===== config.mk =====
export PLATFORM = sky130hd
export DESIGN_NAME = retina_channel_dominance_color_map_top
export DESIGN_NICKNAME = d
export VERILOG_FILES = /design/src/rtl/core/rcdcm_pkg.sv /design/src/rtl/core/retina_channel_dominance_color_map_top.sv /design/src/rtl/core/rcdcm_core.sv
export VERILOG_INCLUDE_DIRS = /design/src /design/src/rtl/core
export SDC_FILE = /design/constraint.sdc
export NUM_CORES = 1
export LEC_CHECK = 0
export BUFFER_PORTS_ARGS = -buffer_cell sky130_fd_sc_hd__buf_2
export CORE_ASPECT_RATIO = 1.2
export CORE_UTILIZATION = 50
export DETAILED_ROUTE_END_ITERATION = 7
export PLACE_DENSITY = 0.79
export SKIP_CTS_REPAIR_TIMING = 1
export SYNTH_ARGS = -nofsm -noshare
export SYNTH_HDL_FRONTEND = slang
export SYNTH_SLANG_ARGS = --single-unit
export TNS_END_PERCENT = 50

===== constraint.sdc =====
create_clock -name clk -period 6.15 [get_ports clk]
set_clock_uncertainty 0.15 [all_clocks]
set_input_delay 0.3075 -clock clk [delete_from_list [all_inputs] [get_ports clk]]
set_output_delay 0.3075 -clock clk [all_outputs]
set_load 0.02 [all_outputs]

===== src/rtl/core/retina_channel_dominance_color_map_top_defines.svh =====
// Assertion helpers for the top-level RTL of the retina dominance color map.
`ifndef RETINA_CHANNEL_DOMINANCE_COLOR_MAP_TOP_DEFINES_SVH
`define RETINA_CHANNEL_DOMINANCE_COLOR_MAP_TOP_DEFINES_SVH

`ifndef NO_ASSERTIONS

// Check that a condition implies another in the same cycle
`define RCDCM_ASSERT_SAME(label, clk, rst_n, cond, expr) \
  label: assert property (@(posedge clk) disable iff (!rst_n) (cond) |-> (expr)) \
    else $error("rcdcm same-cycle check failed");

// Check that a condition implies another in the next cycle
`define RCDCM_ASSERT_NEXT(label, clk, rst_n, cond, expr) \
  label: assert property (@(posedge clk) disable iff (!rst_n) (cond) |=> (expr)) \
    else $error("rcdcm next-cycle check failed");

`else

`define RCDCM_ASSERT_SAME(label, clk, rst_n, cond, expr)
`define RCDCM_ASSERT_NEXT(label, clk, rst_n, cond, expr)

`endif

`endif


===== src/rtl/core/rcdcm_pkg.sv =====
`timescale 1ns / 1ps

package rcdcm_pkg;

  // Field widths
  localparam int RESP_W   = 9;
  localparam int MAG_BITS = 8;
  localparam int BYTE_W   = 8;
  localparam int CMP_W    = (MAG_BITS > RESP_W) ? MAG_BITS : RESP_W;
  localparam int IN_BITS  = 4 * RESP_W;
  localparam int IN_TDATA_W  = ((IN_BITS + 7) / 8) * 8;
  localparam int OUT_TDATA_W = 10 * BYTE_W;

  localparam logic [CMP_W-1:0] MAG_MAX = CMP_W'((64'd1 << MAG_BITS) - 64'd1);

  typedef logic signed [RESP_W-1:0] resp_t;
  typedef logic [MAG_BITS-1:0]      mag_t;
  typedef logic [BYTE_W-1:0]        byte_t;

  // Winner of a dominance chain
  typedef enum logic [2:0] {
    SEL_ROD,
    SEL_RED,
    SEL_GREEN,
    SEL_BLUE,
    SEL_BLACK
  } sel_t;

  typedef struct packed {
    resp_t blue;
    resp_t green;
    resp_t red;
    resp_t rod;
  } pixel_in_t;

  // Lowest member last: combined_red sits in the lowest byte
  typedef struct packed {
    byte_t rod_inverted;
    byte_t off_blue;
    byte_t off_green;
    byte_t off_red;
    byte_t on_blue;
    byte_t on_green;
    byte_t on_red;
    byte_t combined_blue;
    byte_t combined_green;
    byte_t combined_red;
  } result_t;

  typedef struct packed {
    byte_t blue;
    byte_t green;
    byte_t red;
  } rgb_t;

  // Absolute value saturated to MAG_MAX
  function automatic mag_t mag_of(resp_t x);
    logic [RESP_W-1:0] a;
    a = x[RESP_W-1] ? (~x + 1'b1) : x;
    if (CMP_W'(a) > MAG_MAX) begin
      return MAG_BITS'(MAG_MAX);
    end
    return MAG_BITS'(a);
  endfunction

  // Spread the winner's magnitude over the color bytes
  function automatic rgb_t put_pixel(sel_t sel, mag_t m);
    rgb_t  p;
    byte_t v;
    v = BYTE_W'(m);
    p.red   = (sel == SEL_ROD || sel == SEL_RED)   ? v : '0;
    p.green = (sel == SEL_ROD || sel == SEL_GREEN) ? v : '0;
    p.blue  = (sel == SEL_ROD || sel == SEL_BLUE)  ? v : '0;
    return p;
  endfunction

endpackage


===== src/rtl/core/retina_channel_dominance_color_map_top.sv =====
`timescale 1ns / 1ps
`include "retina_channel_dominance_color_map_top_defines.svh"

// Retina dominance color map: one pixel of four signed ganglion responses
// (rod, red, green, blue cone) goes in, and one item comes out holding the
// combined dominance pixel, the on-channel pixel, the off-channel pixel and
// the inverted rod byte. The block takes one pixel per clock while in_tready
// is high. An accepted pixel passes through one input register, then the
// comparison and select logic, then the output register, which presents the
// result on out_tvalid; a low out_tready can hold it in either register.
// in_tready drops only while both registers are full and out_tready is low.

module retina_channel_dominance_color_map_top (
  input  logic                                 clk,
  input  logic                                 rst_n,
  input  logic                                 in_tvalid,
  output logic                                 in_tready,
  // rod_response[8:0], red_response[17:9], green_response[26:18],
  // blue_response[35:27], zero fill [39:36]
  input  logic [rcdcm_pkg::IN_TDATA_W-1:0]     in_tdata,
  output logic                                 out_tvalid,
  input  logic                                 out_tready,
  // combined_red[7:0], combined_green[15:8], combined_blue[23:16],
  // on_red[31:24], on_green[39:32], on_blue[47:40], off_red[55:48],
  // off_green[63:56], off_blue[71:64], rod_inverted[79:72]
  output logic [rcdcm_pkg::OUT_TDATA_W-1:0]    out_tdata
);

  logic                  s1_valid_r, s1_valid_nxt;
  rcdcm_pkg::pixel_in_t  s1_pix_r;
  logic                  out_valid_r, out_valid_nxt;
  rcdcm_pkg::result_t    out_res_r;
  rcdcm_pkg::result_t    res;
  logic                  s2_ready;
  logic                  in_fire;

  // Advance when the output register is empty or being drained
  assign s2_ready  = !out_valid_r || out_tready;
  assign in_tready = !s1_valid_r || s2_ready;
  assign in_fire   = in_tvalid && in_tready;

  always_comb begin
    s1_valid_nxt  = in_fire ? 1'b1 : (s2_ready ? 1'b0 : s1_valid_r);
    out_valid_nxt = s2_ready ? s1_valid_r : out_valid_r;
  end

  // Hold valid flags
  always_ff @(posedge clk) begin
    if (!rst_n) begin
      s1_valid_r  <= 1'b0;
      out_valid_r <= 1'b0;
    end else begin
      s1_valid_r  <= s1_valid_nxt;
      out_valid_r <= out_valid_nxt;
    end
  end

  // Capture the input item
  always_ff @(posedge clk) begin
    if (in_fire) begin
      s1_pix_r <= rcdcm_pkg::pixel_in_t'(in_tdata[rcdcm_pkg::IN_BITS-1:0]);
    end
  end

  rcdcm_core u_core (
    .pix_i (s1_pix_r),
    .res_o (res)
  );

  // Load the result register
  always_ff @(posedge clk) begin
    if (s1_valid_r && s2_ready) begin
      out_res_r <= res;
    end
  end

  assign out_tvalid = out_valid_r;
  assign out_tdata  = out_res_r;

  `RCDCM_ASSERT_SAME(a_stall_blocks_input, clk, rst_n, s1_valid_r && !s2_ready, !in_tready)
  `RCDCM_ASSERT_NEXT(a_accept_fills_stage, clk, rst_n, in_tvalid && in_tready, s1_valid_r)
  `RCDCM_ASSERT_NEXT(a_stage_reaches_out, clk, rst_n, s1_valid_r && s2_ready, out_tvalid)
  `RCDCM_ASSERT_SAME(a_combined_shape, clk, rst_n, out_tvalid,
    ($countones({out_res_r.combined_red != '0, out_res_r.combined_green != '0,
                 out_res_r.combined_blue != '0}) <= 1) ||
    (out_res_r.combined_red == out_res_r.combined_green &&
     out_res_r.combined_green == out_res_r.combined_blue))

endmodule


===== src/rtl/core/rcdcm_core.sv =====
`timescale 1ns / 1ps

module rcdcm_core (
  input  rcdcm_pkg::pixel_in_t pix_i,
  output rcdcm_pkg::result_t   res_o
);

  rcdcm_pkg::resp_t s0, s1, s2, s3;
  rcdcm_pkg::mag_t  m0, m1, m2, m3;
  rcdcm_pkg::sel_t  comb_sel, on_sel, off_sel;
  rcdcm_pkg::rgb_t  comb_px, on_px, off_px;

  // Signed responses and saturated magnitudes
  assign s0 = pix_i.rod;
  assign s1 = pix_i.red;
  assign s2 = pix_i.green;
  assign s3 = pix_i.blue;
  assign m0 = rcdcm_pkg::mag_of(s0);
  assign m1 = rcdcm_pkg::mag_of(s1);
  assign m2 = rcdcm_pkg::mag_of(s2);
  assign m3 = rcdcm_pkg::mag_of(s3);

  // Pick the magnitude of a chain's winner, zero for black
  function automatic rcdcm_pkg::mag_t pick(rcdcm_pkg::sel_t sel, rcdcm_pkg::mag_t a,
                                           rcdcm_pkg::mag_t b, rcdcm_pkg::mag_t c,
                                           rcdcm_pkg::mag_t d);
    rcdcm_pkg::mag_t r;
    unique case (sel)
      rcdcm_pkg::SEL_ROD:   r = a;
      rcdcm_pkg::SEL_RED:   r = b;
      rcdcm_pkg::SEL_GREEN: r = c;
      rcdcm_pkg::SEL_BLUE:  r = d;
      default:              r = '0;
    endcase
    return r;
  endfunction

  // Combined: rod must strictly beat every cone, ties among cones go red then green
  always_comb begin
    priority if (m0 > m1 && m0 > m2 && m0 > m3) begin
      comb_sel = rcdcm_pkg::SEL_ROD;
    end else if (m1 >= m2 && m1 >= m3) begin
      comb_sel = rcdcm_pkg::SEL_RED;
    end else if (m2 >= m3) begin
      comb_sel = rcdcm_pkg::SEL_GREEN;
    end else begin
      comb_sel = rcdcm_pkg::SEL_BLUE;
    end
  end

  // On: largest signed value that is not negative
  always_comb begin
    priority if (s0 >= s1 && s0 >= s2 && s0 >= s3 && !s0[rcdcm_pkg::RESP_W-1]) begin
      on_sel = rcdcm_pkg::SEL_ROD;
    end else if (s1 >= s2 && s1 >= s3 && !s1[rcdcm_pkg::RESP_W-1]) begin
      on_sel = rcdcm_pkg::SEL_RED;
    end else if (s2 >= s3 && !s2[rcdcm_pkg::RESP_W-1]) begin
      on_sel = rcdcm_pkg::SEL_GREEN;
    end else if (!s3[rcdcm_pkg::RESP_W-1]) begin
      on_sel = rcdcm_pkg::SEL_BLUE;
    end else begin
      on_sel = rcdcm_pkg::SEL_BLACK;
    end
  end

  // Off: smallest signed value that is negative, ties go to the later channel
  always_comb begin
    priority if (s0 < s1 && s0 < s2 && s0 < s3 && s0[rcdcm_pkg::RESP_W-1]) begin
      off_sel = rcdcm_pkg::SEL_ROD;
    end else if (s1 < s2 && s1 < s3 && s1[rcdcm_pkg::RESP_W-1]) begin
      off_sel = rcdcm_pkg::SEL_RED;
    end else if (s2 < s3 && s2[rcdcm_pkg::RESP_W-1]) begin
      off_sel = rcdcm_pkg::SEL_GREEN;
    end else if (s3[rcdcm_pkg::RESP_W-1]) begin
      off_sel = rcdcm_pkg::SEL_BLUE;
    end else begin
      off_sel = rcdcm_pkg::SEL_BLACK;
    end
  end

  // Build the three pixels
  assign comb_px = rcdcm_pkg::put_pixel(comb_sel, pick(comb_sel, m0, m1, m2, m3));
  assign on_px   = rcdcm_pkg::put_pixel(on_sel, pick(on_sel, m0, m1, m2, m3));
  assign off_px  = rcdcm_pkg::put_pixel(off_sel, pick(off_sel, m0, m1, m2, m3));

  assign res_o.combined_red   = comb_px.red;
  assign res_o.combined_green = comb_px.green;
  assign res_o.combined_blue  = comb_px.blue;
  assign res_o.on_red         = on_px.red;
  assign res_o.on_green       = on_px.green;
  assign res_o.on_blue        = on_px.blue;
  assign res_o.off_red        = off_px.red;
  assign res_o.off_green      = off_px.green;
  assign res_o.off_blue       = off_px.blue;
  assign res_o.rod_inverted   =
    rcdcm_pkg::BYTE_W'(rcdcm_pkg::MAG_MAX - rcdcm_pkg::CMP_W'(m0));

endmodule


; Word-level counts from Yosys, hierarchy flattened
; Index checks and enable logic that the tools add are counted.
; W data, S select, Z words.
[word_totals]
out_inout_bits = 82
latchBits = 0
register_bits = 118
ram_bits = 0
elab_cells = 125
memories = 0
romBits = 0
in_bits = 44
[classes]
shifts = 0
eq_ne = 9
div_mod_pow = 0
n_lt_le_gt_ge = 22
n_reduce_logical = 37
n_bitwise = 4
mux = 32
n_mul = 0
n_addsub = 5
[op_table]
columns = operator, count
row1 = $pmux W8 S4, 3
row2 = $mux W8, 8
row3 = $ge A9 B9 Y1, 6
row4 = $lt A9 B9 Y1, 6
row5 = $add A9 B1 Y9 const B, 4
row6 = $gt A9 B8 Y1 const B, 4
row7 = $mux W9, 4
row8 = $not A9 Y9, 4
row9 = $mux W3, 10
row10 = $ge A8 B8 Y1, 3
row11 = $gt A8 B8 Y1, 3
row12 = $eq A3 B2 Y1 const B, 6
row13 = $logic_and A1 B1 Y1, 17
row14 = $logic_or A1 B1 Y1, 11
row15 = $eq A3 B1 Y1 const B, 3
row16 = $logic_not A3 Y1, 3
row17 = $sub A8 B8 Y8 const A, 1
row18 = $mux W1, 7
row19 = $logic_not A1 Y1, 5
row20 = $reduce_bool A2 Y1, 1

; Depth between registers and ports, before layout
; Gate-level depths: netlist of the first run.
[logic_depth]
ltp_word = 12
ltp_mapped = 20

; Cells and area by module
; From an unflattened synthesis of the first run, not the netlist that was laid out.
[unflattened]
cells_unflattened = 766
area_unflattened_um2 = 7970.1
[modules_own_cells]
columns = mod, area_per_inst_um2, instances, cells_each
row1 = rcdcm_core, 4383.0, 1, 641
row2 = retina_channel_dominance_color_map_top, 3587.2, 1, 125

; Least setup slack after synthesis of the first run
; No wires, ideal clock.
[synth_timing]
path_type = register to register
start = register out_valid_r, in the netlist out_tvalid
end = register out_res_r (netlist bit out_tdata[0]) (enable)
stages_incl_launch_ff = 3
t_required_ps = 5471
arrival_ps = 4109
setup_slack_ps = 1363
n_path_buf = 0
cell_sequence = dfxtp_1 -> nor2b_1 -> nor2b_1
[synth_between]
elab_chain_cells = 3
[synth_rtl]
columns = element, line
row1 = "start, declared", retina_channel_dominance_color_map_top.sv:31  ; logic out_valid_r, out_valid_nxt;
row2 = "start signal, assigned", retina_channel_dominance_color_map_top.sv:54  ; out_valid_r <= out_valid_nxt;
row3 = $logic_not A1 Y1, retina_channel_dominance_color_map_top.sv:38  ; assign s2_ready = !out_valid_r || out_tready;
row4 = $logic_or A1 B1 Y1, retina_channel_dominance_color_map_top.sv:38
row5 = $logic_and A1 B1 Y1, retina_channel_dominance_color_map_top.sv:72  ; if (s1_valid_r && s2_ready) begin
row6 = "end signal, assigned", retina_channel_dominance_color_map_top.sv:73  ; out_res_r <= res;
row7 = "end, declared", retina_channel_dominance_color_map_top.sv:32  ; rcdcm_pkg::result_t out_res_r;
; No other way between the ends.
; A chain may end at the register's enable or synchronous reset.

; Worst setup path after layout of the first run
[layout_timing]
start = register s1_pix_r[2] (netlist bit)
end = register out_res_r (netlist bit out_tdata[12]) (data pin)
[layout_between]
elab_chain_cells = 12
word_cells_on_any_way = 18
[layout_rtl]
columns = element, line
row1 = "start, declared", retina_channel_dominance_color_map_top.sv:30  ; rcdcm_pkg::pixel_in_t s1_pix_r;
row2 = "start signal, assigned", retina_channel_dominance_color_map_top.sv:61  ; s1_pix_r <= rcdcm_pkg::pixel_in_t'(in_tdata[rcdcm_pkg::IN_BITS-1:0]);
row3 = $not A9 Y9, rcdcm_pkg.sv:59  ; a = x[RESP_W-1] ? (~x + 1'b1) : x;
row4 = $add A9 B1 Y9, rcdcm_pkg.sv:59
row5 = $mux W9 *, rcdcm_pkg.sv:59
row6 = $gt A9 B8 Y1, rcdcm_pkg.sv:60  ; if (CMP_W'(a) > MAG_MAX) begin
row7 = $mux W1, rcdcm_pkg.sv:60
row8 = $mux W8 *, rcdcm_pkg.sv:63  ; return MAG_BITS'(a);
row9 = $gt A8 B8 Y1, rcdcm_core.sv:40  ; priority if (m0 > m1 && m0 > m2 && m0 > m3) begin
row10 = $logic_and A1 B1 Y1 (2 in series), rcdcm_core.sv:40
row11 = $mux W3, rcdcm_core.sv:40
row12 = "$eq A3 B2 Y1, or another cell as far along", rcdcm_core.sv:28  ; unique case (sel)
row13 = $pmux W8 S4 or $logic_or A1 B1 Y1 (tied branches), "rcdcm_core.sv:28, rcdcm_pkg.sv:72"
; Mark *: on every way between the ends. The rest lies on a longest branch, timed or not.

==> reports/summary.txt, run 1 <==
routed vias/inst: 5.80
DRC: 0
CTS Buf Count: 17
# nets final: 1042
commonest non-fill, non-tap cells in the layout: 121 x buf_2, 116 x edfxtp_1, 109 x ha_1, 63 x inv_1, 54 x nor2_1
die span in x: 115 µm
fmax: 0.181 GHz
Cells after Synth: 718
count of buffers from port buffering: 121
final core occ: 63.2%
LEAKAGE: 4.04 nW
row count: 49
Layout area overhead: 23.4%
crit-path max cell delay: 0.58 ns
vias in the first global route: 5988
CP most frequent cell: a21oi_1
crit path kind: reg2reg
wire per inst: 17.9 µm
CP Max Fanout: 10
syn avg cell area: 10.7 µm²
initial antenna violation count: 0
Tightest Pin Transition: 0.954 ns
hpwl dp: 14.2 mm
Clock Tree Buf Depth: 2
count of antenna-violating nets left after detailed routing: 0
CTS tree: done
Initial Utilization: 51.2%
commonest non-fill, non-tap cell in the layout: buf_2
worst hold path endpoint: s1_valid_r
Ports: 126
CP delay by family, top: compound AO/OA/AOI/OAI gates
clock latency on the worst-skew pair: 0.42 ns
Final Hold Vio Count: 1
Net Sw Frac: 31.1%
H-tree Lvls: 4
Yosys warning count: 0
Worst R2R Path Depth: 18
share of layout cells above drive strength 1: 19.2%
Critical Path RT: 6.14 ns
cell taking the most area after synthesis: edfxtp_1
detailed-route via count: 6410
worst-path cell chain: nor4_4, nand2_1, or2_2, a21oi_1, a31oi_1, ha_1, nand2_1, o21a_1, a221oi_1, o31ai_1, a21oi_1, nand3_2, and2_1, ha_1, inv_1, o22ai_1, a221oi_1, a21oi_1
worst r2r src: s1_pix_r[2]
Root Buffer Master: clkbuf_16
synth top area cells: edfxtp_1 45%, ha_1 18%, o21ai_0 3.3%, inv_1 3.1%, nor2_1 2.6%
footprint of the multi-input gates: 0.00386 mm²
Logic pwr share: 25.6%
Sw Pwr: 820 µW
period utilization: 90.0%
CTS Sinks: 118
Core ar.: 0.0150 mm²
Slew Limit Headroom: 36.1%
GP Congestion: 0.942
Worst VDD drop: 0.154 mV
Filler Cell Count: 1250
Slew Viols, Final: 0
Tot GR Track Use: 24.9%
first-pass GRT wire length: 29.2 mm
hold crit path type: in2reg
gr ovfl total: 0
1st-iter DRT viols: 525
total inserted antenna cells: 0
die height: 138 µm
Synth async-reset ratio: 0%
EDFF count, synth: 116
WHS: -0.00301 ns
Reg2Reg Setup Slack: 0.62 ns
Startpoint Class: flop
Synth cell types: 63
crit path DAT: 5.52 ns
beginning of the worst hold path: in_tvalid
violated checks: negative hold slack
worst path bufs/invs: 1
first-pass detailed-route iteration total: 7
Critical R2R Capture: out_tdata[12]
Hold Crit Depth: 3
Primary FF master, synth: edfxtp_1
largest net degree at the start of global routing: 81
RSZ-0062 raised after global routing: no
Int Pwr: 1.82 mW
post-synth top area share: 45.5%
synthesis-stage register bit count: 118
Die ar.: 0.0158 mm²
Seq pwr share: 38.4%
Finish-stage setup viols: 0
max_cap viols: 0
FF/Latch Area: 0.00352 mm²
Worst-path clk slew: 0.05 ns
Clk pwr share: 36.0%
mapped cell area: 0.00766 mm²
syn nets: 871
sequential-to-total area share from yosys stat: 46.0%
setup_tns: 0 ns
post-layout min period: 5.53 ns
final WL: 19.8 mm
Pwr per Cell Area: 279 mW/mm²
critical path's slowest cell: edfxtp_1
status: finished with violations
Worst setup EP type: flop
## worst register-to-register path, stage by stage, from the launching register on
cell	delay [ns]
edfxtp_1	0.58
nor4_4	0.45
nand2_1	0.15
or2_2	0.31
a21oi_1	0.14
a31oi_1	0.19
ha_1	0.49
nand2_1	0.09
o21a_1	0.19
a221oi_1	0.26
o31ai_1	0.12
a21oi_1	0.40
nand3_2	0.31
and2_1	0.25
ha_1	0.25
inv_1	0.19
o22ai_1	0.10
a221oi_1	0.54
a21oi_1	0.10
## flip-flops by register name (all words and copies together) (netlist names)
register,cells
out_tdata,80
s1_pix_r,36
out_tvalid,1
s1_valid_r,1
## power by group through the flow
stage | Combinational (mW) | Sequential (mW) | Clock (mW)
floorplan | 0.397 | 1.08 | 0
detailed placement | 0.640 | 1.03 | 0
global placement | 0.622 | 1.03 | 0
CTS | 0.646 | 1.01 | 0.951
global route | 0.740 | 1.02 | 0.990
finish | 0.675 | 1.01 | 0.950
## worst max-delay path by stage
| stage | endpoint | slack [ns] | depth (start not counted) | start |
|---|---|---|---|---|
| 6_report | out_tdata[12] | 0.62 | 18 | s1_pix_r[2] |
| 5_1_grt | out_tdata[12] | 0.25 | 20 | s1_pix_r[9] |
| 3_5_place_dp | out_tdata[12] | 0.84 | 18 | s1_pix_r[3] |
| 2_1_floorplan | out_tdata[0] | 1.36 | 2 | out_tvalid |
| 3_3_place_gp | out_tdata[1] | 0.90 | 19 | s1_pix_r[9] |
| 4_1_cts | out_tdata[12] | 0.79 | 18 | s1_pix_r[3] |
## final cells by class
class	count	area share [%]
tap	204	2.70
sequential	118	37.3
multi-input combinational	525	40.8
inverter	63	2.50
clock inverter	13	1.39
clock buffer	19	4.58
timing repair buffer	164	10.8
## metrics by stage
step | worst slack (ns) | power [mW] | cell area (µm²) | std cells
floorplan | 1.36 | 1.48 | 7660 | 718
CTS | 0.792 | 2.61 | 9090 | 1069
detailed placement | 0.843 | 1.67 | 8520 | 1037
finish | 0.616 | 2.64 | 9460 | 1106
global placement | 0.899 | 1.65 | 8520 | 1037
global route | 0.247 | 2.75 | 9460 | 1106
## per-layer routing
metal	global-route usage, %	up-vias	routed length (µm)
met5	0	-	0
met2	42.3	309	9920
li1	-	3074	-
met3	4.88	67	1290
met4	15.3	0	860
met1	28.9	2960	7780
## cell families after synthesis
family / after synthesis / share of synthesized area (%)
simple gates: 201 / 13.2
compound gates: 200 / 17.5
flops: 118 / 46.0
fa+ha+maj: 109 / 17.8
buf+inv: 75 / 3.77
xor+xnor: 13 / 1.49
mux: 2 / 0.261
## Yosys cell counts (all sizes together), types with 3 or more instances
cell    count
edfxtp    116
ha        109
inv        63
nor2       54
nand2      53
o21ai      50
a21oi      36
o22ai      25
o21a       17
nand3      16
nor3       13
nand2b     12
nand4      12
xnor2      12
a21o       11
nor2b      11
a211oi     10
clkbuf     10
a211o       8
a31oi       8
a221oi      6
and2        6
o31ai       5
and3        4
nor4        4
nor4b       3
or3         3
or4         3
Note: power is estimated with default switching activity, not from simulation.
==> run 2: changes to the inputs <==
Settings changed: REMOVE_ABC_BUFFERS set to 1.
==> reports/summary.txt, run 2 (synthesis results as in run 1) <==
Worst R2R Path Depth: 19 (was 18)
Final Hold Vio Count: 0 (was 1)
Worst setup EP type: flop (unchanged)
GP Congestion: 0.962 (was 0.942)
Initial Utilization: 51.2% (unchanged)
final WL: 19.5 mm (was 19.8 mm)
Slew Limit Headroom: 36.0% (was 36.1%)
Filler Cell Count: 1218 (was 1250)
Tightest Pin Transition: 0.961 ns (was 0.954 ns)
Worst-path clk slew: 0.06 ns (was 0.05 ns)
die height: 138 µm (unchanged)
commonest non-fill, non-tap cell in the layout: buf_2 (unchanged)
count of antenna-violating nets left after detailed routing: 0 (unchanged)
Slew Viols, Final: 0 (unchanged)
RSZ-0062 raised after global routing: no (unchanged)
# nets final: 1042 (unchanged)
Hold Crit Depth: 3 (unchanged)
share of layout cells above drive strength 1: 19.3% (was 19.2%)
placed cell count: 1037 (unchanged)
CP Max Fanout: 10 (unchanged)
gr ovfl total: 0 (unchanged)
count of buffers from port buffering: 121 (unchanged)
Startpoint Class: flop (unchanged)
Clock Tree Buf Depth: 2 (unchanged)
1st-iter DRT viols: 496 (was 525)
total inserted antenna cells: 0 (unchanged)
Finished Cell Area: 0.00948 mm² (was 0.00946 mm²)
hold crit path type: in2reg (unchanged)
Largest register FFs: 80 (unchanged)
H-tree Lvls: 4 (unchanged)
Cell Count, Final, Fillers Out: 1106 (unchanged)
Pwr per Cell Area: 282 mW/mm² (was 279 mW/mm²)
placed cell areas: 0.00852 mm² (unchanged)
setup_tns: 0 ns (unchanged)
fmax: 0.184 GHz (was 0.181 GHz)
Core ar.: 0.0150 mm² (unchanged)
hpwl dp: 14.0 mm (was 14.2 mm)
Tot GR Track Use: 24.9% (about the same)
Ports: 126 (unchanged)
beginning of the worst hold path: in_tvalid (unchanged)
crit path DAT: 5.43 ns (was 5.52 ns)
die span in x: 115 µm (unchanged)
crit path from: s1_pix_r[9] (was s1_pix_r[2])
crit path kind: reg2reg (unchanged)
CTS Sinks: 118 (unchanged)
initial antenna violation count: 0 (unchanged)
Worst VDD drop: 0.195 mV (was 0.154 mV)
Finish-stage setup viols: 0 (unchanged)
DRC: 0 (unchanged)
status: completed (was finished with violations)
wire per inst: 17.6 µm (was 17.9 µm)
routed vias/inst: 5.77 (was 5.80)
Root Buffer Master: clkbuf_16 (unchanged)
final core occ: 63.4% (was 63.2%)
max_cap viols: 0 (unchanged)
commonest non-fill, non-tap cells in the layout: 121 x buf_2, 116 x edfxtp_1, 109 x ha_1, 63 x inv_1, 54 x nor2_1 (unchanged)
clock latency on the worst-skew pair: 0.42 ns (about the same)
first-pass GRT wire length: 29.4 mm (was 29.2 mm)
CTS tree: done (unchanged)
vias in the first global route: 5998 (was 5988)
post-layout min period: 5.44 ns (was 5.53 ns)
period utilization: 88.5% (was 90.0%)
Die ar.: 0.0158 mm² (unchanged)
first-pass detailed-route iteration total: 5 (was 7)
Layout area overhead: 23.7% (was 23.4%)
LEAKAGE: 4.06 nW (was 4.04 nW)
largest net degree at the start of global routing: 81 (unchanged)
Reg2Reg Setup Slack: 0.71 ns (was 0.62 ns)
detailed-route via count: 6387 (was 6410)
Critical Path RT: 6.14 ns (about the same)
row count: 49 (unchanged)
worst r2r src: s1_pix_r[9] (was s1_pix_r[2])
CTS Buf Count: 17 (unchanged)
WHS: 0.000993 ns (was -0.00301 ns)
[run 2: per-stage QoR]
step / power (mW) / setup slack, ns
floorplan: 1.47 / 1.36
global placement: 1.65 / 0.847
detailed placement: 1.67 / 0.805
CTS: 2.66 / 0.789
global route: 2.80 / 0.263
finish: 2.68 / 0.705
[run 2: power breakdown]
part	total [mW]	internal [mW]	switching (mW)
Clock	0.993	0.634	0.359
Combinational	0.670	0.252	0.419
Sequential	1.01	0.975	0.0394
[run 2: cell type report]
class                      count  area [µm²]  area share, %
timing repair buffer         164        1020           10.8
clock buffer                  19         433           4.57
tap                          204         255           2.69
multi-input combinational    525        3860           40.7
inverter                      63         236           2.49
clock inverter                13         155           1.64
sequential                   118        3520           37.2
[run 2: path summary, 6_finish.rpt]
path	end
worst min-delay path	s1_valid_r
worst max register to register	out_tdata[0]
worst max-delay path	out_tdata[0]
worst min register to register	out_tvalid
[run 2: metal layers]
metal	global-route usage (%)	share of wire, %
met5	0	0
met4	16.9	5.2
met2	42.0	49
met1	28.2	39
met3	5.63	7.2
[run 2: worst max-delay path, cell delays in order, from the launching register on]
cell and delay (ns):
edfxtp_1 0.43, inv_1 0.18, ha_1 0.20, nand2b_1 0.08, nor4_2 0.31, a21oi_1 0.12, o22ai_1 0.64, ha_1 0.38
nand3_1 0.12, nor2_1 0.06, a221oi_1 0.30, o31ai_1 0.13, a21oi_1 0.40, nand3_2 0.30, and2_1 0.24, ha_1 0.24
inv_1 0.17, o22ai_1 0.09, a221oi_1 0.49, nor2_1 0.13
==> run 3: changes to the inputs <==
Clock period 6.15 ns to 5.8 ns, I/O delays scaled along.
==> reports/summary.txt, run 3 (synthesis results as in run 1) <==
Largest register FFs: 80 (unchanged)
CTS Buf Count: 17 (unchanged)
Ports: 126 (unchanged)
hold crit path type: in2reg (unchanged)
CTS Sinks: 118 (unchanged)
CP Max Fanout: 10 (unchanged)
Core ar.: 0.0150 mm² (unchanged)
Clock Tree Buf Depth: 2 (unchanged)
gr ovfl total: 0 (unchanged)
Tightest Pin Transition: 0.947 ns (was 0.961 ns)
Worst-path clk slew: 0.05 ns (was 0.06 ns)
first-pass GRT wire length: 29.9 mm (was 29.4 mm)
largest net degree at the start of global routing: 81 (unchanged)
LEAKAGE: 4.09 nW (was 4.06 nW)
wire per inst: 17.7 µm (was 17.6 µm)
commonest non-fill, non-tap cells in the layout: 121 x buf_2, 116 x edfxtp_1, 109 x ha_1, 63 x inv_1, 54 x nor2_1 (unchanged)
H-tree Lvls: 4 (unchanged)
count of buffers from port buffering: 121 (unchanged)
placed cell areas: 0.00856 mm² (was 0.00852 mm²)
row count: 49 (unchanged)
count of antenna-violating nets left after detailed routing: 0 (unchanged)
crit-path max cell delay: 0.51 ns (was 0.64 ns)
first-pass detailed-route iteration total: 5 (unchanged)
post-layout min period: 5.35 ns (was 5.44 ns)
Worst setup EP type: flop (unchanged)
hpwl dp: 14.3 mm (was 14.0 mm)
period utilization: 92.3% (was 88.5%)
commonest non-fill, non-tap cell in the layout: buf_2 (unchanged)
DRC: 0 (unchanged)
clock latency on the worst-skew pair: 0.42 ns (about the same)
Pwr per Cell Area: 301 mW/mm² (was 282 mW/mm²)
max_cap viols: 0 (unchanged)
1st-iter DRT viols: 604 (was 496)
worst path bufs/invs: 3 (was 2)
Critical Path RT: 5.80 ns (was 6.14 ns)
Initial Utilization: 51.2% (unchanged)
Final Hold Vio Count: 0 (unchanged)
Root Buffer Master: clkbuf_16 (unchanged)
critical path's slowest cell: edfxtp_1 (was o22ai_1)
Layout area overhead: 24.6% (was 23.7%)
Tot GR Track Use: 25.4% (was 24.9%)
Worst VDD drop: 0.175 mV (was 0.195 mV)
crit path DAT: 5.35 ns (was 5.43 ns)
Slew Viols, Final: 0 (unchanged)
initial antenna violation count: 0 (unchanged)
CP delay by family, top: compound AO/OA/AOI/OAI gates (unchanged)
detailed-route via count: 6453 (was 6387)
worst-path cell chain: inv_1, ha_1, nor2b_1, and4_1, a21oi_1, inv_1, ha_1, nand2b_1, a21o_1, a211oi_1, o21a_1, nor3_1, o2bb2ai_1, nand2_1, ha_1, inv_1, o22ai_1, a221oi_1, nor2_1 (was inv_1, ha_1, nand2b_1, nor4_2, a21oi_1, o22ai_1, ha_1, nand3_1, nor2_1, a221oi_1, o31ai_1, a21oi_1, nand3_2, and2_1, ha_1, inv_1, o22ai_1, a221oi_1, nor2_1)
Finished Cell Area: 0.00954 mm² (was 0.00948 mm²)
routed vias/inst: 5.80 (was 5.77)
CTS tree: done (unchanged)
Slew Limit Headroom: 36.8% (was 36.0%)
final WL: 19.7 mm (was 19.5 mm)
crit path kind: reg2reg (unchanged)
die span in x: 115 µm (unchanged)
Startpoint Class: flop (unchanged)
total inserted antenna cells: 0 (unchanged)
RSZ-0062 raised after global routing: no (unchanged)
status: completed (unchanged)
vias in the first global route: 5906 (was 5998)
# nets final: 1048 (was 1042)
fmax: 0.187 GHz (was 0.184 GHz)
die height: 138 µm (unchanged)
GP Congestion: 0.959 (was 0.962)
Die ar.: 0.0158 mm² (unchanged)
setup_tns: 0 ns (unchanged)
share of layout cells above drive strength 1: 19.7% (was 19.3%)
Finish-stage setup viols: 0 (unchanged)
-- run 3: path summary, 6_finish.rpt --
kind | startpoint | to | slack, ns | cells after the start
worst max register to register | s1_pix_r[27] | out_tdata[1] | 0.45 | 19
worst min-delay path | out_tready | out_tvalid | 0.1 | 3
worst min register to register | s1_valid_r | out_tvalid | 0.37 | 1
worst max-delay path | s1_pix_r[27] | out_tdata[1] | 0.45 | 19
-- run 3: routing by layer --
metal	part of all wire [%]	track usage [%]	wire length (µm)	up-vias
li1	-	-	-	3089
met1	41	30.5	8110	3006
met2	48	42.6	9550	296
met3	6.5	5.28	1270	62
met4	3.9	13.6	777	0
met5	0	0	0	-
-- run 3: final cells by class --
class                   count  area, µm²
multi-input cells         525       3860
repair buffers            170       1070
well taps                 204        255
inverters                  63        236
clock buffers              18        429
clock inverters            14        174
fillers                  1215       5420
flip-flops and latches    118       3520
-- run 3: per-stage QoR --
stage / instances / worst slack [ns] / utilization, % / hold slack [ns] / total power, mW
floorplan: 706 / 1.01 / - / 0.239 / 1.56
global placement: 1042 / 0.592 / 57.2 / 0.316 / 1.76
detailed placement: 1042 / 0.563 / 57.2 / 0.318 / 1.78
CTS: 1074 / 0.505 / 61.3 / -0.124 / 2.85
global route: 1112 / 0.0250 / 63.8 / 0.117 / 3.00
finish: 1112 / 0.447 / 63.8 / 0.0971 / 2.87
-- run 3: where the power goes --
| group | internal, mW | total (mW) | switching [mW] |
|---|---|---|---|
| Sequential | 1.03 | 1.07 | 0.0411 |
| Clock | 0.678 | 1.08 | 0.402 |
| Combinational | 0.271 | 0.718 | 0.446 |
-- run 3: worst min-delay path, delay by kind of cell --
kind,cells,cell delay [ns]
and+or+nand+nor,1,0.08
AOI/OAI and AO/OA,1,0.17
buffers and inverters,1,0.08
